$ cat config.mk
export PLATFORM = sky130hd
export DESIGN_NAME = thermal_guard_supervisor_core
export DESIGN_NICKNAME = d
export VERILOG_FILES = /design/src/hdl/tgs_pkg.sv /design/src/hdl/thermal_guard_supervisor_core.sv
export SDC_FILE = /design/constraint.sdc
export NUM_CORES = 1
export LEC_CHECK = 0
export BUFFER_PORTS_ARGS = -buffer_cell sky130_fd_sc_hd__clkbuf_2
export CAP_MARGIN = 20
export CORE_ASPECT_RATIO = 1.75
export CORE_MARGIN = 5
export CORE_UTILIZATION = 40
export CTS_BUF_LIST = sky130_fd_sc_hd__clkbuf_8
export CTS_CLUSTER_SIZE = 30
export DETAILED_ROUTE_END_ITERATION = 16
export GPL_ROUTABILITY_DRIVEN = 0
export PLACE_DENSITY = 0.6
export SLEW_MARGIN = 20
export SYNTH_ARGS = -nofsm -noshare
export SYNTH_HDL_FRONTEND = slang
export SYNTH_SLANG_ARGS = --single-unit
$ cat constraint.sdc
create_clock -name clock -period 12.06 [get_ports clock]
set_input_delay 0 -clock clock [delete_from_list [all_inputs] [get_ports clock]]
set_output_delay 0 -clock clock [all_outputs]
set_load 0.1 [all_outputs]
$ cat src/hdl/tgs_pkg.sv
// Shared constants and codes for the thermal guard supervisor.
package tgs_pkg;

   // Widths of temperatures, limits and the recovery timer.
   localparam int TEMP_W  = 11;
   localparam int RAW_W   = 16;
   localparam int TICK_W  = 20;
   localparam int COUNT_W = TICK_W + 1;
   localparam int CSR_IDX_W  = 2;
   localparam int CSR_DATA_W = TICK_W;

   // Register reset values: 80.0 and 3.0 degrees in eighths, 60000 ticks.
   localparam logic signed [TEMP_W-1:0] OVER_TEMP_RESET = 11'sd640;
   localparam logic [TEMP_W-1:0]        DIFF_LIMIT_RESET = 11'd24;
   localparam logic [TICK_W-1:0]        RECOVERY_RESET = 20'd60000;

   // Event codes of an input beat.
   localparam logic [1:0] OP_TICK   = 2'd0;
   localparam logic [1:0] OP_TEMP   = 2'd1;
   localparam logic [1:0] OP_SENSOR = 2'd2;
   localparam logic [1:0] OP_EXPIRE = 2'd3;

   // Supervisor modes.
   localparam logic [1:0] MODE_INIT  = 2'd0;
   localparam logic [1:0] MODE_OK    = 2'd1;
   localparam logic [1:0] MODE_FAIL  = 2'd2;
   localparam logic [1:0] MODE_GUARD = 2'd3;

   // Reason codes reported with a mode change.
   localparam logic [2:0] RSN_NONE   = 3'd0;
   localparam logic [2:0] RSN_POWER  = 3'd1;
   localparam logic [2:0] RSN_SENSOR = 3'd2;
   localparam logic [2:0] RSN_HOT    = 3'd3;
   localparam logic [2:0] RSN_DIFF   = 3'd4;

   // Register indexes on the configuration port.
   localparam logic [CSR_IDX_W-1:0] CSR_OVER_TEMP = 2'd0;
   localparam logic [CSR_IDX_W-1:0] CSR_DIFF      = 2'd1;
   localparam logic [CSR_IDX_W-1:0] CSR_RECOVERY  = 2'd2;

endpackage

$ cat src/hdl/thermal_guard_supervisor_core.sv
// Thermal guard supervisor: mode control, sensor decode and recovery timer.
//
// Each request beat carries one event (tick, sensor pair, sensor failure or
// forced expiry) and yields exactly one response beat. A beat is captured in
// an input register, and the whole mode update is combinational logic
// between that register and the response register, so the block sustains one
// beat per clock while rsp_ready does not hold the response register. The
// response register holds a finished beat while the next one is taken in.
// Configuration writes are always ready and take effect on the next event;
// indexes beyond the recovery timer register are ignored.
module thermal_guard_supervisor_core
   import tgs_pkg::*;
(
   input  logic                         clock,
   input  logic                         reset,
   // Request channel.
   input  logic                         req_valid,
   output logic                         req_ready,
   input  logic [1:0]                   req_op,
   input  logic [RAW_W-1:0]             req_guard_raw,
   input  logic [RAW_W-1:0]             req_ref_raw,
   // Response channel.
   output logic                         rsp_valid,
   input  logic                         rsp_ready,
   output logic [1:0]                   rsp_mode,
   output logic                         rsp_enable,
   output logic                         rsp_changed,
   output logic [2:0]                   rsp_reason,
   output logic                         rsp_store_guard_record,
   output logic signed [TEMP_W-1:0]     rsp_guard_temp,
   output logic [TEMP_W-1:0]            rsp_temp_diff,
   output logic signed [COUNT_W-1:0]    rsp_time_left,
   // Configuration write channel.
   input  logic                         csr_valid,
   output logic                         csr_ready,
   input  logic [CSR_IDX_W-1:0]         csr_index,
   input  logic [CSR_DATA_W-1:0]        csr_wdata
);

   // Configuration registers.
   logic signed [TEMP_W-1:0] over_temp_ff;
   logic [TEMP_W-1:0]        diff_limit_ff;
   logic [TICK_W-1:0]        recovery_ff;

   // Supervisor state.
   logic [1:0]               cur_mode_ff, cur_mode_in;
   logic [1:0]               last_mode_ff, last_mode_in;
   logic                     last_enable_ff, last_enable_in;
   logic [2:0]               pend_rsn_ff, pend_rsn_in;
   logic signed [COUNT_W-1:0] count_ff, count_in;

   // Input stage.
   logic                     in_valid_ff;
   logic [1:0]               in_op_ff;
   logic [RAW_W-1:0]         in_guard_ff, in_ref_ff;

   // Response stage.
   logic                     out_valid_ff;
   logic [1:0]               out_mode_ff, out_mode_in;
   logic                     out_enable_ff, out_enable_in;
   logic                     out_changed_ff, out_changed_in;
   logic [2:0]               out_reason_ff, out_reason_in;
   logic                     out_store_ff, out_store_in;
   logic signed [TEMP_W-1:0] out_gtemp_ff, out_gtemp_in;
   logic [TEMP_W-1:0]        out_diff_ff, out_diff_in;
   logic signed [COUNT_W-1:0] out_count_ff;

   logic                     advance;
   logic signed [TEMP_W-1:0] gtemp, rtemp;
   logic signed [TEMP_W:0]   diff_s;
   logic [TEMP_W-1:0]        diff_abs;
   logic [1:0]               mode_mid;
   logic [2:0]               rsn_mid;
   logic signed [COUNT_W-1:0] restart_val;

   // Handshake: the input stage moves on when the response register is free.
   assign advance   = in_valid_ff && (!out_valid_ff || rsp_ready);
   assign req_ready = !in_valid_ff || advance;
   assign csr_ready = 1'b1;
   assign rsp_valid = out_valid_ff;

   // Decode both sensors: the top 11 bits are a signed count of eighths.
   assign gtemp    = $signed(in_guard_ff[RAW_W-1:RAW_W-TEMP_W]);
   assign rtemp    = $signed(in_ref_ff[RAW_W-1:RAW_W-TEMP_W]);
   assign diff_s   = {gtemp[TEMP_W-1], gtemp} - {rtemp[TEMP_W-1], rtemp};
   assign diff_abs = diff_s[TEMP_W] ? TEMP_W'(-diff_s) : diff_s[TEMP_W-1:0];
   assign restart_val = $signed({1'b0, recovery_ff});

   // Event handling followed by the update rule and change detection.
   always_comb begin
      mode_mid  = cur_mode_ff;
      rsn_mid   = pend_rsn_ff;
      count_in  = count_ff;
      out_gtemp_in = '0;
      out_diff_in  = '0;
      case (in_op_ff)
         OP_TICK: begin
            if (count_ff != '1) begin
               count_in = count_ff - COUNT_W'(1);
            end
         end
         OP_TEMP: begin
            out_gtemp_in = gtemp;
            out_diff_in  = diff_abs;
            if (cur_mode_ff == MODE_OK || cur_mode_ff == MODE_FAIL) begin
               if (gtemp >= over_temp_ff) begin
                  count_in = restart_val;
                  rsn_mid  = RSN_HOT;
                  mode_mid = MODE_GUARD;
               end else if (diff_abs >= diff_limit_ff) begin
                  rsn_mid  = RSN_DIFF;
                  mode_mid = MODE_FAIL;
               end else begin
                  rsn_mid  = RSN_NONE;
                  mode_mid = MODE_OK;
               end
            end
         end
         OP_SENSOR: begin
            count_in = restart_val;
            if (cur_mode_ff == MODE_OK || cur_mode_ff == MODE_FAIL) begin
               rsn_mid  = RSN_SENSOR;
               mode_mid = MODE_FAIL;
            end
         end
         default: begin
            count_in = '0;
         end
      endcase

      // Init always becomes ok; guard ends once the countdown is below zero.
      cur_mode_in = mode_mid;
      if (mode_mid == MODE_INIT) begin
         cur_mode_in = MODE_OK;
      end
      if (mode_mid == MODE_GUARD && count_in[COUNT_W-1]) begin
         cur_mode_in = MODE_OK;
      end

      out_mode_in    = cur_mode_in;
      out_enable_in  = (cur_mode_in == MODE_OK);
      out_changed_in = (out_enable_in != last_enable_ff) || (cur_mode_in != last_mode_ff);
      last_mode_in   = last_mode_ff;
      last_enable_in = last_enable_ff;
      pend_rsn_in    = rsn_mid;
      out_reason_in  = RSN_NONE;
      out_store_in   = 1'b0;
      if (out_changed_in) begin
         last_mode_in   = cur_mode_in;
         last_enable_in = out_enable_in;
         out_reason_in  = rsn_mid;
         pend_rsn_in    = RSN_NONE;
         out_store_in   = (cur_mode_in == MODE_GUARD);
      end
   end

   // Configuration registers.
   always_ff @(posedge clock) begin
      if (reset) begin
         over_temp_ff  <= OVER_TEMP_RESET;
         diff_limit_ff <= DIFF_LIMIT_RESET;
         recovery_ff   <= RECOVERY_RESET;
      end else if (csr_valid && csr_ready) begin
         unique case (csr_index)
            CSR_OVER_TEMP: over_temp_ff  <= $signed(csr_wdata[TEMP_W-1:0]);
            CSR_DIFF:      diff_limit_ff <= csr_wdata[TEMP_W-1:0];
            CSR_RECOVERY:  recovery_ff   <= csr_wdata[TICK_W-1:0];
            default: ;
         endcase
      end
   end

   // Input stage control and payload.
   always_ff @(posedge clock) begin
      if (reset) begin
         in_valid_ff <= 1'b0;
      end else if (req_ready) begin
         in_valid_ff <= req_valid;
      end
      if (req_valid && req_ready) begin
         in_op_ff    <= req_op;
         in_guard_ff <= req_guard_raw;
         in_ref_ff   <= req_ref_raw;
      end
   end

   // Supervisor state advances with each beat that moves to the response.
   always_ff @(posedge clock) begin
      if (reset) begin
         cur_mode_ff    <= MODE_INIT;
         last_mode_ff   <= MODE_INIT;
         last_enable_ff <= 1'b0;
         pend_rsn_ff    <= RSN_POWER;
         count_ff       <= '0;
      end else if (advance) begin
         cur_mode_ff    <= cur_mode_in;
         last_mode_ff   <= last_mode_in;
         last_enable_ff <= last_enable_in;
         pend_rsn_ff    <= pend_rsn_in;
         count_ff       <= count_in;
      end
   end

   // Response register.
   always_ff @(posedge clock) begin
      if (reset) begin
         out_valid_ff <= 1'b0;
      end else begin
         out_valid_ff <= advance || (out_valid_ff && !rsp_ready);
      end
      if (advance) begin
         out_mode_ff    <= out_mode_in;
         out_enable_ff  <= out_enable_in;
         out_changed_ff <= out_changed_in;
         out_reason_ff  <= out_reason_in;
         out_store_ff   <= out_store_in;
         out_gtemp_ff   <= out_gtemp_in;
         out_diff_ff    <= out_diff_in;
         out_count_ff   <= count_in;
      end
   end

   assign rsp_mode               = out_mode_ff;
   assign rsp_enable             = out_enable_ff;
   assign rsp_changed            = out_changed_ff;
   assign rsp_reason             = out_reason_ff;
   assign rsp_store_guard_record = out_store_ff;
   assign rsp_guard_temp         = out_gtemp_ff;
   assign rsp_temp_diff          = out_diff_ff;
   assign rsp_time_left          = out_count_ff;

   // The countdown never falls below minus one.
   a_count_floor: assert property (@(posedge clock) disable iff (reset)
      count_ff[COUNT_W-1] |-> (count_ff == '1))
      else $error("countdown below minus one");

   // Once a beat has been processed the supervisor never sits in init.
   a_no_init: assert property (@(posedge clock) disable iff (reset)
      advance |=> (cur_mode_ff != MODE_INIT))
      else $error("mode stayed in init after a beat");

   // A reported beat agrees with the state it leaves behind.
   a_rsp_state: assert property (@(posedge clock) disable iff (reset)
      advance |=> (rsp_mode == cur_mode_ff && rsp_time_left == count_ff))
      else $error("response does not match supervisor state");

   // Enable follows mode, and a record is only requested on a change into guard.
   a_rsp_flags: assert property (@(posedge clock) disable iff (reset)
      rsp_valid |-> ((rsp_enable == (rsp_mode == MODE_OK))
                     && (!rsp_store_guard_record
                         || (rsp_changed && rsp_mode == MODE_GUARD))
                     && (rsp_changed || rsp_reason == RSN_NONE)))
      else $error("inconsistent response flags");

   // The last reported values always match the mode held in state.
   a_last_tracks: assert property (@(posedge clock) disable iff (reset)
      advance |=> (last_mode_ff == cur_mode_ff
                   && last_enable_ff == (cur_mode_ff == MODE_OK)))
      else $error("last reported mode out of step");

endmodule
==> impl_metrics.tcl <==
set metrics [dict create \
    antenna_found_initial 0 \
    io_buffers 103 \
    post_cts_resized 0 \
    synth_cell_types 70 \
    cts_tree "built" \
    clkTransAtPathRegs_ps 100 \
    finish.net_count 1078 \
    gr-total-overflow 0 \
    totalWireLength_um 20400 \
    drc 0 \
    hold_path_class "in -> reg" \
    synth_ff_type "edfxtp_1" \
    gr-usage-all-layers 0.189 \
    die_h_um 194 \
    synth_edf_count 75 \
    met2_usage 0.375 \
    cts-root-buf "clkbuf_8" \
    synth_seq_cells 148 \
    drv_cap 0 \
    clock_path_buffers 2 \
    max_stage_delay_ps 550 \
    drt_iter0_drc 287 \
    max_freq_mhz 186 \
    grt_pass1_wl_um 33000 \
    synth_area_um2 7740 \
    fillers 1871 \
    first_pass_iters 4 \
    cts_max_level 4 \
    synth.avg_cell_area_um2 9.24 \
    die_area_um2 22400 \
    grtUsageMet1 0.189 \
    diodes 0 \
    grt_pass1_vias 6436 \
    status "completed" \
    numCtsBuffers 17 \
    rsz0062_at_grt "no" \
    slowest_stage "o41ai_4" \
    syn_inst 838 \
    critical_path.max_fanout 10 \
    ys_async_sr_fraction 0 \
    dpl.hpwl_um 15000 \
    ant_nets 0 \
    cts_hold_buffers 47 \
    leakage_nw 3.74 \
    path_class "reg -> reg" \
    vias_per_cell 5.27 \
    syn_nets 942 \
    chipWidth_um 115 \
    wl_per_cell_um 16.6 \
    final.setup.tns_ps 0 \
    start_util 0.405 \
    cts_setup_buffers 0 \
    final_cells 1228 \
    ys_warn_count 0 \
    grt.busiest_layer "met2" \
    drv_slew 0 \
    worstMarginPinSlew_ps 911 \
    end_kind "flip-flop" \
    routed-via-count 6468 \
    rows 67 \
    area_growth_pct 21.2 \
    grt_max_degree 60 \
    worst_ep_arrival_time_ps 5560 \
    coreArea_um2 19100 \
    placedCellCount 1149 \
    finalCritPeriodShare 0.446 \
    seq_area_frac_synth 0.480 \
    start_kind "flip-flop" \
    hold_viol_final 0 \
    max-vdd-ir-drop_mv 0.0705 \
    ios 115 \
    critPathRequiredTime_ps 12240 \
    post-route-min-period_ps 5380 \
    slew_headroom 0.387 \
    finalSetupViolations 0 \
    grtUsageMet3 0.0272 \
    drive_gt1_frac 0.170 \
    numClockSinks 148 \
    clock_skew_ps 21.6 \
    power.density_nw_per_um2 141 \
    cp_cell_sequence "ha_1 > or2_2 > nor4_2 > nor3_1 > o41ai_4 > o21ai_0 > xor2_1 > ha_1 > a21o_1 > a221o_1 > a41oi_1 > o21ai_0 > o41ai_1 > nor2b_1 > or2_2 > nor3_1" \
    clk_latency_ps 470 \
]
==> state kept, by name, indices dropped and copies added, names as in the netlist, 3 cells and up <==
| register | cells |
|---|---|
| count_ff | 21 |
| diff_limit_ff | 11 |
| in_guard_ff | 11 |
| in_ref_ff | 11 |
| over_temp_ff | 11 |
| pend_rsn_ff | 3 |
| recovery_ff | 20 |
| rsp_guard_temp | 11 |
| rsp_reason | 3 |
| rsp_temp_diff | 11 |
| rsp_time_left | 21 |
==> layout make-up <==
class	count	area [µm²]	area share
Clock inverter	13	195	0.0208
Clock buffer	19	262	0.0279
Sequential cell	148	3710	0.396
Multi-Input combinational cell	593	3660	0.390
Timing Repair Buffer	157	1040	0.111
Inverter	57	214	0.0228
Tap cell	241	302	0.0321
==> metal layers <==
metal / share of wire / up-vias
li1: - / 3250
met1: 0.36 / 3054
met2: 0.58 / 140
met3: 0.032 / 24
met4: 0.023 / 0
met5: 0 / -
==> synthesized netlist by cell type (5+ instances only) <==
| cell type | instances | area (µm²) |
|---|---|---|
| a211oi_1 | 6 | 45.0 |
| a21o_1 | 9 | 67.6 |
| a21oi_1 | 66 | 330 |
| a31oi_1 | 19 | 119 |
| and2_1 | 22 | 138 |
| and3_1 | 9 | 56.3 |
| clkbuf_1 | 32 | 120 |
| dfxtp_1 | 73 | 1460 |
| edfxtp_1 | 75 | 2250 |
| ha_1 | 42 | 526 |
| inv_1 | 57 | 214 |
| mux2_2 | 7 | 78.8 |
| nand2_1 | 139 | 522 |
| nand2b_1 | 8 | 50.1 |
| nand3_1 | 25 | 125 |
| nand3b_1 | 10 | 75.1 |
| nand4_1 | 8 | 50.1 |
| nor2_1 | 47 | 176 |
| nor2b_1 | 9 | 56.3 |
| nor3_1 | 17 | 85.1 |
| o211ai_1 | 5 | 37.5 |
| o21ai_0 | 48 | 240 |
| o31a_1 | 6 | 52.6 |
| o41ai_1 | 5 | 43.8 |
| xnor2_1 | 10 | 87.6 |
| xor2_1 | 8 | 70.1 |
==> worst paths after layout <==
check | startpoint | endpoint | slack (ps) | depth (start not counted)
worst max-delay path | in_guard_ff[9]$_DFFE_PP_ | rsp_reason[1]$_SDFFCE_PN0P_ | 6680 | 16
worst max register to register | in_guard_ff[9]$_DFFE_PP_ | rsp_reason[1]$_SDFFCE_PN0P_ | 6680 | 16
worst min register to register | recovery_ff[18]$_SDFFE_PP0P_ | recovery_ff[18]$_SDFFE_PP0P_ | 460 | 2
worst min-delay path | csr_index[1] | over_temp_ff[8]$_SDFFE_PP0P_ | 60 | 5
==> kinds of logic after synthesis <==
kind of cell | share of synthesized area
and+or+nand+nor | 0.204
adders and majority gates | 0.0704
xor gates and xnor gates | 0.0204
DFF | 0.480
muxes | 0.0134
buffers and inverters | 0.0480
other | 0.000484
AOI/OAI and AO/OA | 0.164
==> stage by stage <==
stage	power (mW)	setup slack (ps)	utilization	hold WS, ps	cell area, µm²
floorplan	0.805	7490	-	98.9	7740
global placement	0.871	6700	0.442	176	8460
detailed placement	0.876	6750	0.442	179	8460
CTS	1.33	6720	0.491	33.0	9380
global route	1.38	6200	0.491	76.7	9380
finish	1.32	6680	0.491	58.5	9380
==> critical path: cells and delay by family, from the launching register on <==
kind                       cells  cell delay, ps
DFF                            1             470
xor gates and xnor gates       1             250
and+or+nand+nor                6            1630
AOI/OAI and AO/OA              7            2200
adders and majority gates      2             560
==> cell usage in the layout (no fill, tap or decap), types with 4 or more instances in the layout <==
| cell type | Yosys | layout |
|---|---|---|
| nand3_1 | 25 | 25 |
| nor3b_1 | 4 | 4 |
| a21boi_0 | 4 | 4 |
| o31a_1 | 6 | 6 |
| nor4_1 | 4 | 4 |
| nand2b_1 | 8 | 8 |
| o211ai_1 | 5 | 5 |
| and2_1 | 22 | 21 |
| ha_1 | 42 | 42 |
| xnor2_1 | 10 | 10 |
| nor3_1 | 17 | 17 |
| nand2_1 | 139 | 139 |
| nor2_1 | 47 | 47 |
| clkbuf_8 | 0 | 19 |
| inv_1 | 57 | 56 |
| buf_4 | 1 | 7 |
| o21ai_0 | 48 | 48 |
| and3_1 | 9 | 9 |
| a21o_1 | 9 | 9 |
| a31oi_1 | 19 | 19 |
| bufinv_16 | 0 | 4 |
| dlygate4sd3_1 | 0 | 47 |
| a21oi_1 | 66 | 66 |
| clkbuf_2 | 1 | 103 |
| nor2b_1 | 9 | 9 |
| dfxtp_1 | 73 | 73 |
| or4_1 | 4 | 4 |
| nand3b_1 | 10 | 10 |
| edfxtp_1 | 75 | 75 |
| a211oi_1 | 6 | 6 |
| xor2_1 | 8 | 8 |
| nand4_1 | 8 | 8 |
| mux2_2 | 7 | 7 |
| o41ai_1 | 5 | 5 |
==> power by group <==
part | internal (mW) | switching, mW | total, mW
sequential | 0.556 | 0.0145 | 0.571
clock | 0.240 | 0.204 | 0.444
combinational | 0.0961 | 0.209 | 0.305
total | 0.893 | 0.427 | 1.32
(Power assumes the default switching activity.)
